<file path="src/arts_pkg.sv">
// Shared types, constants and helpers of the axis rotation tensor transform.
package arts_pkg;

    localparam int COMP_W    = 32;
    localparam int COEF_W    = 16;
    localparam int COEF_FRAC = 14;
    localparam int CFG_W     = 48;
    localparam int CFG_IDX_W = 3;
    localparam int OP_W      = 2;
    localparam int N_COMP    = 9;

    // Operand and result widths of the two lane banks.
    localparam int A_XW = COMP_W + 1;
    localparam int A_RW = A_XW + COEF_W + 3 - COEF_FRAC;
    localparam int B_XW = A_RW;
    localparam int B_RW = B_XW + COEF_W + 3 - COEF_FRAC;

    localparam logic [CFG_IDX_W-1:0] CFG_ROW_FIRST  = 3'd0;
    localparam logic [CFG_IDX_W-1:0] CFG_ROW_SECOND = 3'd1;
    localparam logic [CFG_IDX_W-1:0] CFG_ROW_THIRD  = 3'd2;
    localparam logic [CFG_IDX_W-1:0] CFG_ORIGIN_X   = 3'd3;
    localparam logic [CFG_IDX_W-1:0] CFG_ORIGIN_Y   = 3'd4;
    localparam logic [CFG_IDX_W-1:0] CFG_ORIGIN_Z   = 3'd5;

    localparam logic [CFG_W-1:0] ROW_FIRST_RST  = 48'h0000_0000_4000;
    localparam logic [CFG_W-1:0] ROW_SECOND_RST = 48'h0000_4000_0000;
    localparam logic [CFG_W-1:0] ROW_THIRD_RST  = 48'h4000_0000_0000;

    // Component index of tensor element (k, j) for the symmetric form: xx, yy, zz, xy, yz, xz.
    localparam logic [3:0] VOIGT_MAP [N_COMP] = '{
        4'd0, 4'd3, 4'd5,
        4'd3, 4'd1, 4'd4,
        4'd5, 4'd4, 4'd2
    };

    typedef enum logic [OP_W-1:0] {
        OP_POINT   = 2'd0,
        OP_VECTOR  = 2'd1,
        OP_TENSOR9 = 2'd2,
        OP_TENSOR6 = 2'd3
    } t_op;

    typedef struct packed {
        logic vld;
        t_op  op;
    } t_ctl;

    // Clamp a wide signed value to the signed 32-bit range.
    function automatic logic signed [COMP_W-1:0] sat_comp(input logic signed [B_RW-1:0] v);
        logic [B_RW-COMP_W:0] hi;
        logic signed [COMP_W-1:0] r;
        hi = v[B_RW-1:COMP_W-1];
        if (&hi || ~|hi) begin
            r = v[COMP_W-1:0];
        end else if (v[B_RW-1]) begin
            r = {1'b1, {(COMP_W-1){1'b0}}};
        end else begin
            r = {1'b0, {(COMP_W-1){1'b1}}};
        end
        return r;
    endfunction

endpackage

</file>
<file path="src/arts_merge.sv">
// Result merge: picks the layout for the operation, saturates, holds the word.
module arts_merge import arts_pkg::*; (
    input  logic                     i_clk,
    input  logic                     i_rst_n,
    input  logic                     i_en,
    input  t_ctl                     i_ctl,
    input  logic signed [A_RW-1:0]   i_vec  [3],
    input  logic signed [B_RW-1:0]   i_tens [3][3],
    output logic                     o_vld,
    output logic signed [COMP_W-1:0] o_res  [N_COMP]
);
    logic                     r_vld;
    logic signed [COMP_W-1:0] r_res [N_COMP];
    logic signed [COMP_W-1:0] n_res [N_COMP];

    always_comb begin
        for (int n = 0; n < N_COMP; n++) begin
            n_res[n] = '0;
        end
        unique case (i_ctl.op)
            OP_POINT, OP_VECTOR: begin
                for (int i = 0; i < 3; i++) begin
                    n_res[i] = sat_comp(B_RW'(i_vec[i]));
                end
            end
            OP_TENSOR9: begin
                for (int i = 0; i < 3; i++) begin
                    for (int j = 0; j < 3; j++) begin
                        n_res[3*i+j] = sat_comp(i_tens[i][j]);
                    end
                end
            end
            OP_TENSOR6: begin
                n_res[0] = sat_comp(i_tens[0][0]);
                n_res[1] = sat_comp(i_tens[1][1]);
                n_res[2] = sat_comp(i_tens[2][2]);
                n_res[3] = sat_comp(i_tens[0][1]);
                n_res[4] = sat_comp(i_tens[1][2]);
                n_res[5] = sat_comp(i_tens[0][2]);
            end
        endcase
    end

    always_ff @(posedge i_clk) begin
        if (!i_rst_n) begin
            r_vld <= 1'b0;
        end else if (i_en) begin
            r_vld <= i_ctl.vld;
        end
    end

    always_ff @(posedge i_clk) begin
        if (i_en) begin
            r_res <= n_res;
        end
    end

    assign o_vld = r_vld;
    assign o_res = r_res;
endmodule

</file>
<file path="config.mk">
export PLATFORM = sky130hd
export DESIGN_NAME = arts_merge
export DESIGN_NICKNAME = d
export VERILOG_FILES = /design/src/arts_pkg.sv /design/src/arts_merge.sv
export SDC_FILE = /design/constraint.sdc
export NUM_CORES = 1
export LEC_CHECK = 0
export ABC_AREA = 1
export BUFFER_PORTS_ARGS = -buffer_cell sky130_fd_sc_hd__buf_2
export CORE_AREA = 5 5 306 308
export DETAILED_ROUTE_END_ITERATION = 16
export DIE_AREA = 0 0 311 313
export PLACE_DENSITY = 0.48
export SLEW_MARGIN = 20
export SYNTH_ARGS = -nofsm -noshare
export SYNTH_HDL_FRONTEND = slang
export SYNTH_SLANG_ARGS = --single-unit
</file>
<file path="constraint.sdc">
create_clock -name i_clk -period 1.9 [get_ports i_clk]
set_input_delay 0 -clock i_clk [delete_from_list [all_inputs] [get_ports i_clk]]
set_output_delay 0 -clock i_clk [all_outputs]
set_load 0.01 [all_outputs]
</file>
Word level (Yosys, flattened, before mapping)
Cells that the tools add are included.
{"block": "totals", "ff_bits": 289, "elab_cells": 89}
{"block": "op_classes", "eq_ne": 3, "mux": 26, "n_reduce_logical": 50}
{"op": "32-bit 2-to-1 mux", "count": 24}
{"op": "96-bit one-hot mux with 3 select lines", "count": 1}
{"op": "96-bit one-hot mux with 2 select lines", "count": 1}
{"op": "12-bit AND reduction", "count": 9}
{"op": "12-bit OR reduction", "count": 9}
{"op": "7-bit AND reduction", "count": 3}
{"op": "7-bit OR reduction", "count": 3}
{"op": "1-bit logical NOT", "count": 12}
{"op": "1-bit logical OR", "count": 12}
{"op": "2-bit equality test, second input constant", "count": 2}
{"op": "2-bit by 1-bit equality test with 1-bit output, second input constant", "count": 1}
{"op": "2-bit logical NOT", "count": 1}
{"op": "2-bit OR reduction", "count": 1}

Depth between registers and ports, before layout
{"block": "depth", "word_depth": 5, "ltp_mapped": 10}

Least setup slack after synthesis
Ideal clock, no wire load.
{"block": "synth_timing", "kind": "in2reg", "from": "input port i_tens[376] in the netlist's numbering", "to": "register r_res (netlist bit o_res[258]), data pin", "setup_ns": 0.253, "t_arrival_ns": 0.792, "slack_ns": 0.855, "path_stages": 8, "n_path_buf": 1, "cell_sequence": "or2_1 > nor2_1 > nand2_1 > nand2_1 > buf_2 > nand2_1 > nand3_1 > nand2_1"}
{"element": "from (decl)", "line_no": "arts_merge.sv:8", "rtl": "input logic signed [B_RW-1:0] i_tens [3][3],"}
{"element": "to (signal assigned)", "line_no": "arts_merge.sv:54", "rtl": "r_res <= n_res;"}
{"element": "to (decl)", "line_no": "arts_merge.sv:13", "rtl": "logic signed [COMP_W-1:0] r_res [N_COMP];"}

==> metrics.csv <==
stage,metric,value,unit
sta,worst_slew_pin_slew,0.6207,ns
routing,vias_per_cell,4.286,
final_layout,final_cell_count_no_fill,4520,
synth,yosysSeqAreaShare,52.96,%
place,dp_cells,4029,
pwr,intPower,13400,uW
pwr,p_sw,5194,uW
place,place.gp.congestion,0.8963,
final_layout,fin_util,30.63,%
routing,vias,19373,
sta,maxSlewHeadroom,58.62,%
min_path,holdCritStartpoint,i_tens[179],
final_layout,num-nets-final,3815,
synth,yosys_register_bits,289,
synth,synth.top_cell.area_share,52.84,%
clock_tree,htree_levels,2,
sta,fin_crit_sh,98.04,%
pwr,power.density,668.6,mW/mm2
synth,yosysWarningCount,0,
setup_path,start_kind,primary input,
place,dpl_worst_slack,-0.2415,ns
clock_tree,max-clock-path-buffers,3,
synth,synthArstFlopShare,0,%
setup_path,reg2reg_slack,0.70,ns
routing,wire_per_inst,20.05,um
sta,hold_violations,0,
global_route,grt_pass1_wl,127.4,mm
pwr,leakagePower,0.01288,uW
final_layout,drive_gt1_share,28.96,%
pwr,comb_power_share,21.3,%
clock_tree,clk_pin_slew_worst_paths,0.05,ns
final_layout,fill_cells,9766,
pwr,switching_share,27.93,%
clock_tree,cts.sinks,289,
global_route,grt_use_total,17.21,%
global_route,grt_pass1_vias,19388,
pwr,p_clk_share,36.6,%
pwr,power_frac_seq,42.1,%
clock_tree,cts_tree,built,
sta,rsz0062_at_grt,no,
routing,routed_wl,90.65,mm
synth,synth.most_common_cell,nand2_1,
synth,syn-cell-area,0.01637,mm2
place,dpl_cell_area,0.02232,mm2
floorplan,chipHeight,313,um
sta,setup_viol_count_final,0,
sta,tns,0,ns
synth,postSynthAreaPerCell,7.787,um2
routing,drt_pass1_iterations,7,
setup_path,end_kind,flip-flop,
routing,ant_nets,0,
place,io_buffers,795,
synth,yosys.area.top_type,edfxtp_1,
synth,synth_nets,2609,
sta,setup_ws,0.03720,ns
pwr,ir_drop,0.0005606,V
final_layout,final_area,0.02782,mm2
clock_tree,cts_buffers,38,
floorplan,start_util,18.02,%
setup_path,worst-setup-path-type,primary input to flip-flop,
floorplan,rows,111,
synth,synth_edf_count,288,
floorplan,io_pins,796,
run_status,status,"complete, no violations",
floorplan,coreArea,0.09083,mm2
routing,drt_iter0_drc,1322,
synth,synthCells,2102,
sta,fmax,0.5368,GHz
routing,route.detailed.drc,0,
min_path,holdPathStages,5,
sta,min_period,1.863,ns
flow_run,cap_violations,0,
clock_tree,clock_latency,0.54,ns
setup_path,cp.required,2.19,ns
global_route,antenna_found_initial,9,
setup_path,crit-reg2reg-launch,o_vld,
global_route,grt_overflow,0,
clock_tree,cts_root_buf,clkbuf_16,
synth,synthFlopType,edfxtp_1,
final_layout,area_delta_synth_final,69.95,%
synth,synth_cell_types,27,
sta,finClkSkew,0,ns
setup_path,r2r_cells,3,
global_route,grt_max_degree,94,
sta,slew_violations,0,
synth,ys_top_cells_by_count,"nand2_1, nand3_1, edfxtp_1",
setup_path,cp_max_fo,15,
setup_path,cp.arrival,2.15,ns
setup_path,r2r_end,o_vld,
floorplan,die_w,311,um
min_path,whs_endpoint,o_res[135],
min_path,hold_class,primary input to flip-flop,
place,place_hpwl,66.98,mm
floorplan,die_area,0.09734,mm2
synth,synth.area.top_cells,"edfxtp_1, nand2_1, nand3_1, inv_1, buf_2",
[routing by layer]
metal  wire length (um)  up-vias  GRT usage [%]  part of all wire (%)
li1                   -     9254              -                     -
met1              37830     9045          21.75                    42
met2              43110      904          29.23                    48
met3               6251      166          3.835                   6.9
met4               3417        4          5.746                   3.8
met5                 32        -              0                 0.035
[layout by cell type (no fill, tap or decap), types with 6 or more instances in the layout]
cell type / instances
clkbuf_16: 43
clkinv_1: 6
clkbuf_1: 12
inv_1: 188
buf_2: 793
nand2_1: 894
nor3_1: 14
dlygate4sd3_1: 417
edfxtp_1: 288
buf_12: 38
buf_4: 55
nor2_1: 76
nand3_1: 356
a21oi_1: 94
[state kept, by name, summed over array words and instances, names as in the netlist]
register and flops:
o_res 288, o_vld 1
[power by group through the flow]
stage,sequential [uW],combinational [uW],clock [uW]
after floorplan,8220,898,0
after global placement,7960,3160,0
after detailed placement,7960,3150,0
after CTS,7840,3930,6990
after global routing,7880,4270,7240
final,7830,3960,6810
[final cells by class]
class | count | area, um2 | area share (%)
clock buffers | 51 | 1021 | 3.670
inverters | 192 | 730.7 | 2.627
flip-flops and latches | 289 | 8668 | 31.16
repair buffers | 1310 | 9459 | 34.00
well taps | 1186 | 1484 | 5.334
clock inverters | 13 | 95.09 | 0.3418
diodes | 2 | 5.005 | 0.01799
multi-input cells | 1477 | 6355 | 22.84
[worst max-delay path by stage]
stage                start          to  cells past startpoint
2_1_floorplan  i_tens[376]  o_res[258]                      8
3_3_place_gp   i_tens[291]  o_res[195]                      8
3_5_place_dp   i_tens[291]  o_res[195]                      8
4_1_cts        i_tens[257]  o_res[179]                     12
5_1_grt        i_tens[386]  o_res[276]                     12
6_report       i_tens[386]  o_res[265]                     11
[worst max-delay path, stage by stage]
cell,delay [ns]
dlygate4sd3_1,0.53
buf_2,0.15
inv_1,0.07
nor3_2,0.14
nand3b_1,0.15
nand2_4,0.15
clkbuf_16,0.19
nand2_1,0.07
nand3_1,0.06
nand2_1,0.06
dlygate4sd3_1,0.56
[metrics by stage]
| stage | hold slack (ns) | total power (uW) |
|---|---|---|
| 3_3_place_gp | 0.2326 | 11120 |
| 5_1_grt | 0.03125 | 19390 |
| 2_1_floorplan | 0.09346 | 9122 |
| 6_report | 0.03317 | 18600 |
| 4_1_cts | 0.0002542 | 18760 |
| 3_5_place_dp | 0.2461 | 11110 |
[timing repair]
item	in CTS	in global routing
setup buffers	0	3
gates resized for setup	0	18
hold endpoints to repair	314	0
endpoints found under the setup margin	0	60
hold buffers	418	0
[logic make-up after synthesis]
logic type,count (synthesis),share of synthesized area (%)
and+or+nand+nor,1371,34.77
buffers and inverters,337,9.012
AOI/OAI and AO/OA,105,3.264
DFF,289,52.96
Power figures use the tool's default switching activity.
