`src/arts_pkg.sv`:
```
// Shared types, constants and helpers of the axis rotation tensor transform.
package arts_pkg;

    localparam int COMP_W    = 32;
    localparam int COEF_W    = 16;
    localparam int COEF_FRAC = 14;
    localparam int CFG_W     = 48;
    localparam int CFG_IDX_W = 3;
    localparam int OP_W      = 2;
    localparam int N_COMP    = 9;

    // Operand and result widths of the two lane banks.
    localparam int A_XW = COMP_W + 1;
    localparam int A_RW = A_XW + COEF_W + 3 - COEF_FRAC;
    localparam int B_XW = A_RW;
    localparam int B_RW = B_XW + COEF_W + 3 - COEF_FRAC;

    localparam logic [CFG_IDX_W-1:0] CFG_ROW_FIRST  = 3'd0;
    localparam logic [CFG_IDX_W-1:0] CFG_ROW_SECOND = 3'd1;
    localparam logic [CFG_IDX_W-1:0] CFG_ROW_THIRD  = 3'd2;
    localparam logic [CFG_IDX_W-1:0] CFG_ORIGIN_X   = 3'd3;
    localparam logic [CFG_IDX_W-1:0] CFG_ORIGIN_Y   = 3'd4;
    localparam logic [CFG_IDX_W-1:0] CFG_ORIGIN_Z   = 3'd5;

    localparam logic [CFG_W-1:0] ROW_FIRST_RST  = 48'h0000_0000_4000;
    localparam logic [CFG_W-1:0] ROW_SECOND_RST = 48'h0000_4000_0000;
    localparam logic [CFG_W-1:0] ROW_THIRD_RST  = 48'h4000_0000_0000;

    // Component index of tensor element (k, j) for the symmetric form: xx, yy, zz, xy, yz, xz.
    localparam logic [3:0] VOIGT_MAP [N_COMP] = '{
        4'd0, 4'd3, 4'd5,
        4'd3, 4'd1, 4'd4,
        4'd5, 4'd4, 4'd2
    };

    typedef enum logic [OP_W-1:0] {
        OP_POINT   = 2'd0,
        OP_VECTOR  = 2'd1,
        OP_TENSOR9 = 2'd2,
        OP_TENSOR6 = 2'd3
    } t_op;

    typedef struct packed {
        logic vld;
        t_op  op;
    } t_ctl;

    // Clamp a wide signed value to the signed 32-bit range.
    function automatic logic signed [COMP_W-1:0] sat_comp(input logic signed [B_RW-1:0] v);
        logic [B_RW-COMP_W:0] hi;
        logic signed [COMP_W-1:0] r;
        hi = v[B_RW-1:COMP_W-1];
        if (&hi || ~|hi) begin
            r = v[COMP_W-1:0];
        end else if (v[B_RW-1]) begin
            r = {1'b1, {(COMP_W-1){1'b0}}};
        end else begin
            r = {1'b0, {(COMP_W-1){1'b1}}};
        end
        return r;
    endfunction

endpackage

```
`src/arts_lane.sv`:
```
// One dot-product lane: three Q1.14 by Q16.16 products, bias, round half up.
module arts_lane import arts_pkg::*; #(
    parameter int XW = A_XW
) (
    input  logic                                   i_clk,
    input  logic                                   i_en,
    input  logic signed [COEF_W-1:0]               i_coef [3],
    input  logic signed [XW-1:0]                   i_x    [3],
    input  logic signed [COMP_W-1:0]               i_bias,
    output logic signed [XW+COEF_W+3-COEF_FRAC-1:0] o_res
);
    localparam int PW = XW + COEF_W;
    localparam int SW = PW + 3;
    localparam int RW = SW - COEF_FRAC;
    localparam logic signed [SW-1:0] HALF = SW'(1) <<< (COEF_FRAC - 1);

    logic signed [PW-1:0]     r_prod [3];
    logic signed [COMP_W-1:0] r_bias;
    logic signed [RW-1:0]     r_res;
    logic signed [SW-1:0]     sum;

    always_ff @(posedge i_clk) begin
        if (i_en) begin
            for (int k = 0; k < 3; k++) begin
                r_prod[k] <= PW'(i_coef[k]) * PW'(i_x[k]);
            end
            r_bias <= i_bias;
        end
    end

    // The bias is an origin term in Q16.16, lifted to the product scale.
    always_comb begin
        sum = SW'(r_prod[0]) + SW'(r_prod[1]) + SW'(r_prod[2])
            + (SW'(r_bias) <<< COEF_FRAC) + HALF;
    end

    always_ff @(posedge i_clk) begin
        if (i_en) begin
            r_res <= RW'(sum >>> COEF_FRAC);
        end
    end

    assign o_res = r_res;
endmodule

```
`config.mk`:
```
export PLATFORM = sky130hd
export DESIGN_NAME = arts_lane
export DESIGN_NICKNAME = d
export VERILOG_FILES = /design/src/arts_pkg.sv /design/src/arts_lane.sv
export SDC_FILE = /design/constraint.sdc
export NUM_CORES = 2
export LEC_CHECK = 0
export ABC_AREA = 1
export BUFFER_PORTS_ARGS = -buffer_cell sky130_fd_sc_hd__buf_2
export CAP_MARGIN = 20
export CORE_UTILIZATION = 50
export CTS_CLUSTER_DIAMETER = 200
export DETAILED_ROUTE_END_ITERATION = 8
export PLACE_DENSITY_LB_ADDON = 0.12
export RECOVER_POWER = 50
export SLEW_MARGIN = 25
export SYNTH_ARGS = -nofsm -noshare
export SYNTH_HDL_FRONTEND = slang
export SYNTH_SLANG_ARGS = --single-unit
```
`constraint.sdc`:
```
create_clock -name i_clk -period 10.06 [get_ports i_clk]
set_input_delay 2.012 -clock i_clk [delete_from_list [all_inputs] [get_ports i_clk]]
set_output_delay 2.012 -clock i_clk [all_outputs]
set_load 0.02 [all_outputs]
```
-- Word level (Yosys, flattened, before mapping)
Memories as Yosys holds them, arrays and structs flattened.
Index checks and enable logic that the tools add are counted.
- muxes and demuxes: 2
- add/subtract/negate cells: 4
- multipliers: 3
- operator list (kind ; count):
    $mul A16 B33 Y49 ; 3
    $add A51 B46 Y52 ; 1
    $add A52 B15 Y52 const B ; 1
    $add A50 B49 Y51 ; 1
    $add A49 B49 Y50 ; 1
    $mux W1 ; 2
- memories kept: 1
- register bits after elaboration: 70
- word-level logic and storage cells: 12
- RAM bits: 147
- memories (name ; depth ; bits a word ; rd ports ; clocked after Yosys merged registers in ; write ports ; RTL line ; source):
    r_prod ; 3 ; 49 ; 3 ; 0 ; 3 ; arts_lane.sv:17 ; logic signed [PW-1:0] r_prod [3];

-- Logic depth before layout (Yosys ltp)
- word-level depth: 4
- depth in mapped cells: 27
- gate-level depth less buffers: 25

-- Worst setup path before layout
No wires, ideal clock.
- path kind: in2reg
- from: in i_coef[20] in the netlist's numbering
- to: mem r_prod[0][97] in the netlist's numbering (data pin)
- path slack: 2.655 ns
- path buffers: 2
- required time: 9.806 ns
- data arrival time: 7.151 ns
- stages on the path: 22
- path through: clkbuf_1 -> clkbuf_1 -> nand2_1 -> fa_1 -> inv_1 -> fa_1 -> inv_1 -> fa_1 -> inv_1 -> fa_1 -> inv_1 -> fa_1 -> fa_1 -> inv_1 -> ha_1 -> nand3_1 -> nor3_1 -> nand2_1 -> nor2_1 -> nand2_1 -> nand4_1 -> nand2_1
- RTL lines (element ; RTL line ; source):
    start: declaration ; arts_lane.sv:7 ; input logic signed [COEF_W-1:0] i_coef [3],
    end: declaration ; arts_lane.sv:17 ;

==> metrics.txt <==
# TYPE chip_impl_metric gauge
chip_impl_info{name="result_of_the_run",value="finished, violations left"} 1
chip_impl_info{name="violations_in_the_final_reports",value="capacitance limit, slew limit"} 1
chip_impl_metric{name="reg2reg_slack",unit="ns"} 6.24
chip_impl_metric{name="post_cts.resized_instances",unit=""} 0
chip_impl_metric{name="grt_max_degree",unit=""} 85
chip_impl_metric{name="worstSkewPairLatency",unit="ns"} 0.57
chip_impl_metric{name="synthesis.yosys.warnings",unit=""} 0
chip_impl_metric{name="antenna_found_initial",unit=""} 8
chip_impl_info{name="min_to",value="o_res[24]"} 1
chip_impl_metric{name="setup_slack",unit="ns"} 1.96
chip_impl_metric{name="post_cts_setup_buffers",unit=""} 0
chip_impl_metric{name="seq_area",unit="µm²"} 6520
chip_impl_metric{name="critical_path.max_fanout",unit=""} 84
chip_impl_info{name="cts-root-buf",value="sky130_fd_sc_hd__clkbuf_16"} 1
chip_impl_info{name="critPathTopFamily",value="buffers and inverters"} 1
chip_impl_metric{name="initial_core_util",unit=""} 0.504
chip_impl_info{name="worst_setup_path_end_kind",value="flip-flop"} 1
chip_impl_metric{name="final_layout_size_suffix_gt1_frac",unit=""} 0.0262
chip_impl_metric{name="final.min_clock_period",unit="ns"} 8.10
chip_impl_metric{name="timing.reg2reg.worst_path_depth",unit=""} 10
chip_impl_metric{name="global_route_overflow",unit=""} 0
chip_impl_metric{name="crit_path_max_incr_delay",unit="ns"} 3.42
chip_impl_metric{name="setup_viol",unit=""} 0
chip_impl_metric{name="crit_cells",unit=""} 2
chip_impl_metric{name="holdPathStages",unit=""} 10
chip_impl_metric{name="slew_violations",unit=""} 324
chip_impl_info{name="synth_flop_cell",value="sky130_fd_sc_hd__edfxtp_1"} 1
chip_impl_metric{name="drtAntennaViolNets",unit=""} 0
chip_impl_info{name="rsz0062_at_grt",value="false"} 1
chip_impl_info{name="mostFrequentLayoutCells",value="sky130_fd_sc_hd__inv_1, sky130_fd_sc_hd__nand2_1, sky130_fd_sc_hd__fa_1"} 1
chip_impl_info{name="hold_path.class",value="reg -> reg"} 1
chip_impl_info{name="r2r-end",value="o_res[36]"} 1
chip_impl_metric{name="route.detailed.vias_per_inst",unit=""} 5.10
chip_impl_metric{name="postCtsHoldBufs",unit=""} 0
chip_impl_metric{name="fmaxAchievable",unit="GHz"} 0.123
chip_impl_metric{name="synth_cell_types",unit=""} 32
chip_impl_metric{name="critPathRequiredTime",unit="ns"} 10.15
chip_impl_metric{name="routed-via-count",unit=""} 55741
chip_impl_metric{name="critical_path.n_buffers_inverters",unit=""} 2
chip_impl_metric{name="totalWireLength",unit="µm"} 204000
chip_impl_metric{name="grt_pass1_wl",unit="µm"} 322000
chip_impl_metric{name="post_drt_wl_per_cell",unit="µm"} 18.7
chip_impl_metric{name="syn_avg_cell_area",unit="µm²"} 7.80
chip_impl_metric{name="synthesis.nets",unit=""} 11310
chip_impl_info{name="timing.setup.critical_path_class",value="in -> reg"} 1
chip_impl_info{name="crit_path_start_kind",value="input port"} 1
chip_impl_metric{name="worst_slew_slack_as_a_fraction_of_its_limit",unit=""} -2.35
chip_impl_metric{name="core",unit="µm²"} 141000
chip_impl_metric{name="drt-pass1-iter-count",unit=""} 8
chip_impl_metric{name="detail_route.iter0.violations",unit=""} 4863
chip_impl_metric{name="fp.dieArea",unit="µm²"} 144000
chip_impl_info{name="cp_cell_sequence",value="clkbuf_1, clkbuf_1"} 1
chip_impl_metric{name="sequential_element_share_of_the_synthesized_area",unit=""} 0.0915
chip_impl_metric{name="gr-usage-all-layers",unit=""} 0.293
chip_impl_metric{name="worst_pin_slew",unit="ns"} 5.02
chip_impl_metric{name="grt_pass1_vias",unit=""} 57259
chip_impl_metric{name="critical_path_arrival",unit="ns"} 8.19
chip_impl_metric{name="synth_edf_count",unit=""} 217
chip_impl_metric{name="final_min_period_over_clock_period",unit=""} 0.806
chip_impl_metric{name="totalNegativeSetupSlack",unit="ns"} 0
chip_impl_metric{name="cts.path.max_buffers",unit=""} 3
chip_impl_metric{name="htree_num_levels",unit=""} 1
chip_impl_metric{name="cts_made_buffers",unit=""} 24
chip_impl_metric{name="fin_skew",unit="ns"} 0.0183
chip_impl_info{name="cts_tree",value="done"} 1
chip_impl_metric{name="total_area_of_multi_input_combinational_cells",unit="µm²"} 53000
chip_impl_info{name="worst_hold_startpoint",value="r_prod[0][98]"} 1
chip_impl_metric{name="clk_pin_slew",unit="ns"} 0.06
chip_impl_metric{name="buffer_ports.inserted",unit=""} 218
chip_impl_metric{name="drt_drc_violations_left",unit=""} 0
chip_impl_metric{name="dp_hpwl",unit="µm"} 175000
chip_impl_metric{name="die_height",unit="µm"} 379
chip_impl_metric{name="dp_worst_setup_slack",unit="ns"} 1.54
chip_impl_metric{name="area.growth.synth_to_final",unit="%"} 3.97
chip_impl_metric{name="fp-row-count",unit=""} 138
chip_impl_info{name="most_frequent_standard_cell_in_the_layout_excluding_fill_and_tap_cells",value="sky130_fd_sc_hd__inv_1"} 1
chip_impl_info{name="reg2reg_from",value="r_prod[0][38]"} 1
chip_impl_metric{name="timing.final.hold_violations",unit=""} 0
chip_impl_info{name="timing.critical_path.mode_cell",value="sky130_fd_sc_hd__clkbuf_1"} 1
chip_impl_metric{name="synth-seq-cells",unit=""} 217
chip_impl_metric{name="maxCapViolations",unit=""} 6
chip_impl_metric{name="synth.cell_area",unit="µm²"} 71200
chip_impl_metric{name="tritoncts_num_sinks",unit=""} 217
chip_impl_metric{name="place_congestion",unit=""} 0.987
chip_impl_metric{name="pin_count",unit=""} 219
chip_impl_metric{name="die_wd",unit="µm"} 379
chip_impl_info{name="slowest_stage",value="sky130_fd_sc_hd__clkbuf_1"} 1
chip_impl_metric{name="num-fill-cells",unit=""} 14008
chip_impl_metric{name="post_synth_inst_count",unit=""} 9136
chip_impl_metric{name="async_reset_ff_frac",unit=""} 0
chip_impl_metric{name="nets",unit=""} 11195
cells by family (layout without fill, tap and decap cells):
family,after synthesis,count (layout),synth area share
XOR/XNOR,128,128,0.0157
flip-flops,217,217,0.0915
adder cells (fa/ha/maj),1993,1993,0.517
AO/OA/AOI/OAI,443,443,0.0328
other,0,5,0
buffers and inverters,3114,3016,0.164
AND/OR/NAND/NOR,3241,3241,0.179
routing by layer:
layer,up-vias,GRT usage,share of wire
li1,25589,-,-
met1,28046,0.446,0.46
met2,1927,0.463,0.45
met3,177,0.0263,0.070
met4,2,0.0402,0.014
met5,-,0,0.000064
worst reg2reg max path, delay by kind of cell, from the launching register on:
| kind | cells | cell delay [ns] |
|---|---|---|
| adders and majority gates | 3 | 1.56 |
| DFF | 1 | 0.41 |
| and+or+nand+nor | 7 | 1.61 |
worst max-delay path by stage:
| stage | start | end | slack (ns) |
|---|---|---|---|
| 2_1_floorplan | i_coef[20] | r_prod[0][97] | 2.65 |
| 3_3_place_gp | i_coef[1] | r_prod[0][145] | 1.58 |
| 6_report | i_en | r_prod[0][13] | 1.96 |
| 4_1_cts | i_coef[1] | r_prod[0][145] | 2.12 |
| 5_1_grt | i_en | r_prod[0][13] | 1.29 |
| 3_5_place_dp | i_coef[1] | r_prod[0][145] | 1.54 |
cell usage after synthesis (all sizes together) (18+ instances only):
master	number	area, µm²
inv	2744	10300
nand2	2507	9420
fa	1584	31700
nor2	432	1630
ha	409	5120
clkbuf	366	1370
a21oi	249	1250
edfxtp	217	6520
nand3	181	941
o21ai	151	759
xor2	87	762
nand4	61	382
xnor2	41	359
or2	20	125
nor3	19	95.1
o21bai	18	135
through the flow:
| step | cells | hold slack [ns] | cell area [µm²] | utilization |
|---|---|---|---|---|
| after detailed placement | 10885 | 1.11 | 73400 | 0.519 |
| after floorplan | 9136 | 0.891 | 71200 | - |
| final | 10933 | 1.14 | 74000 | 0.524 |
| after CTS | 10928 | 1.14 | 74100 | 0.524 |
| after global placement | 10885 | 1.10 | 73400 | 0.519 |
| after global routing | 10932 | 1.16 | 74000 | 0.524 |
cell type report:
class / count / share of cell area
inverters: 2744 / 0.139
clock inverters: 14 / 0.00179
flip-flops and latches: 217 / 0.0880
diodes: 5 / 0.000169
repair buffers: 229 / 0.0147
clock buffers: 29 / 0.00836
well taps: 1890 / 0.0319
multi-input cells: 5805 / 0.716
registers in the layout (all words and copies together), names as in the netlist:
register / flops
r_prod: 147
o_res: 38
r_bias: 32
Power is left out: the tool's default activity adds up to more than one toggle a clock period on the data nets, which glitch-free logic cannot reach.
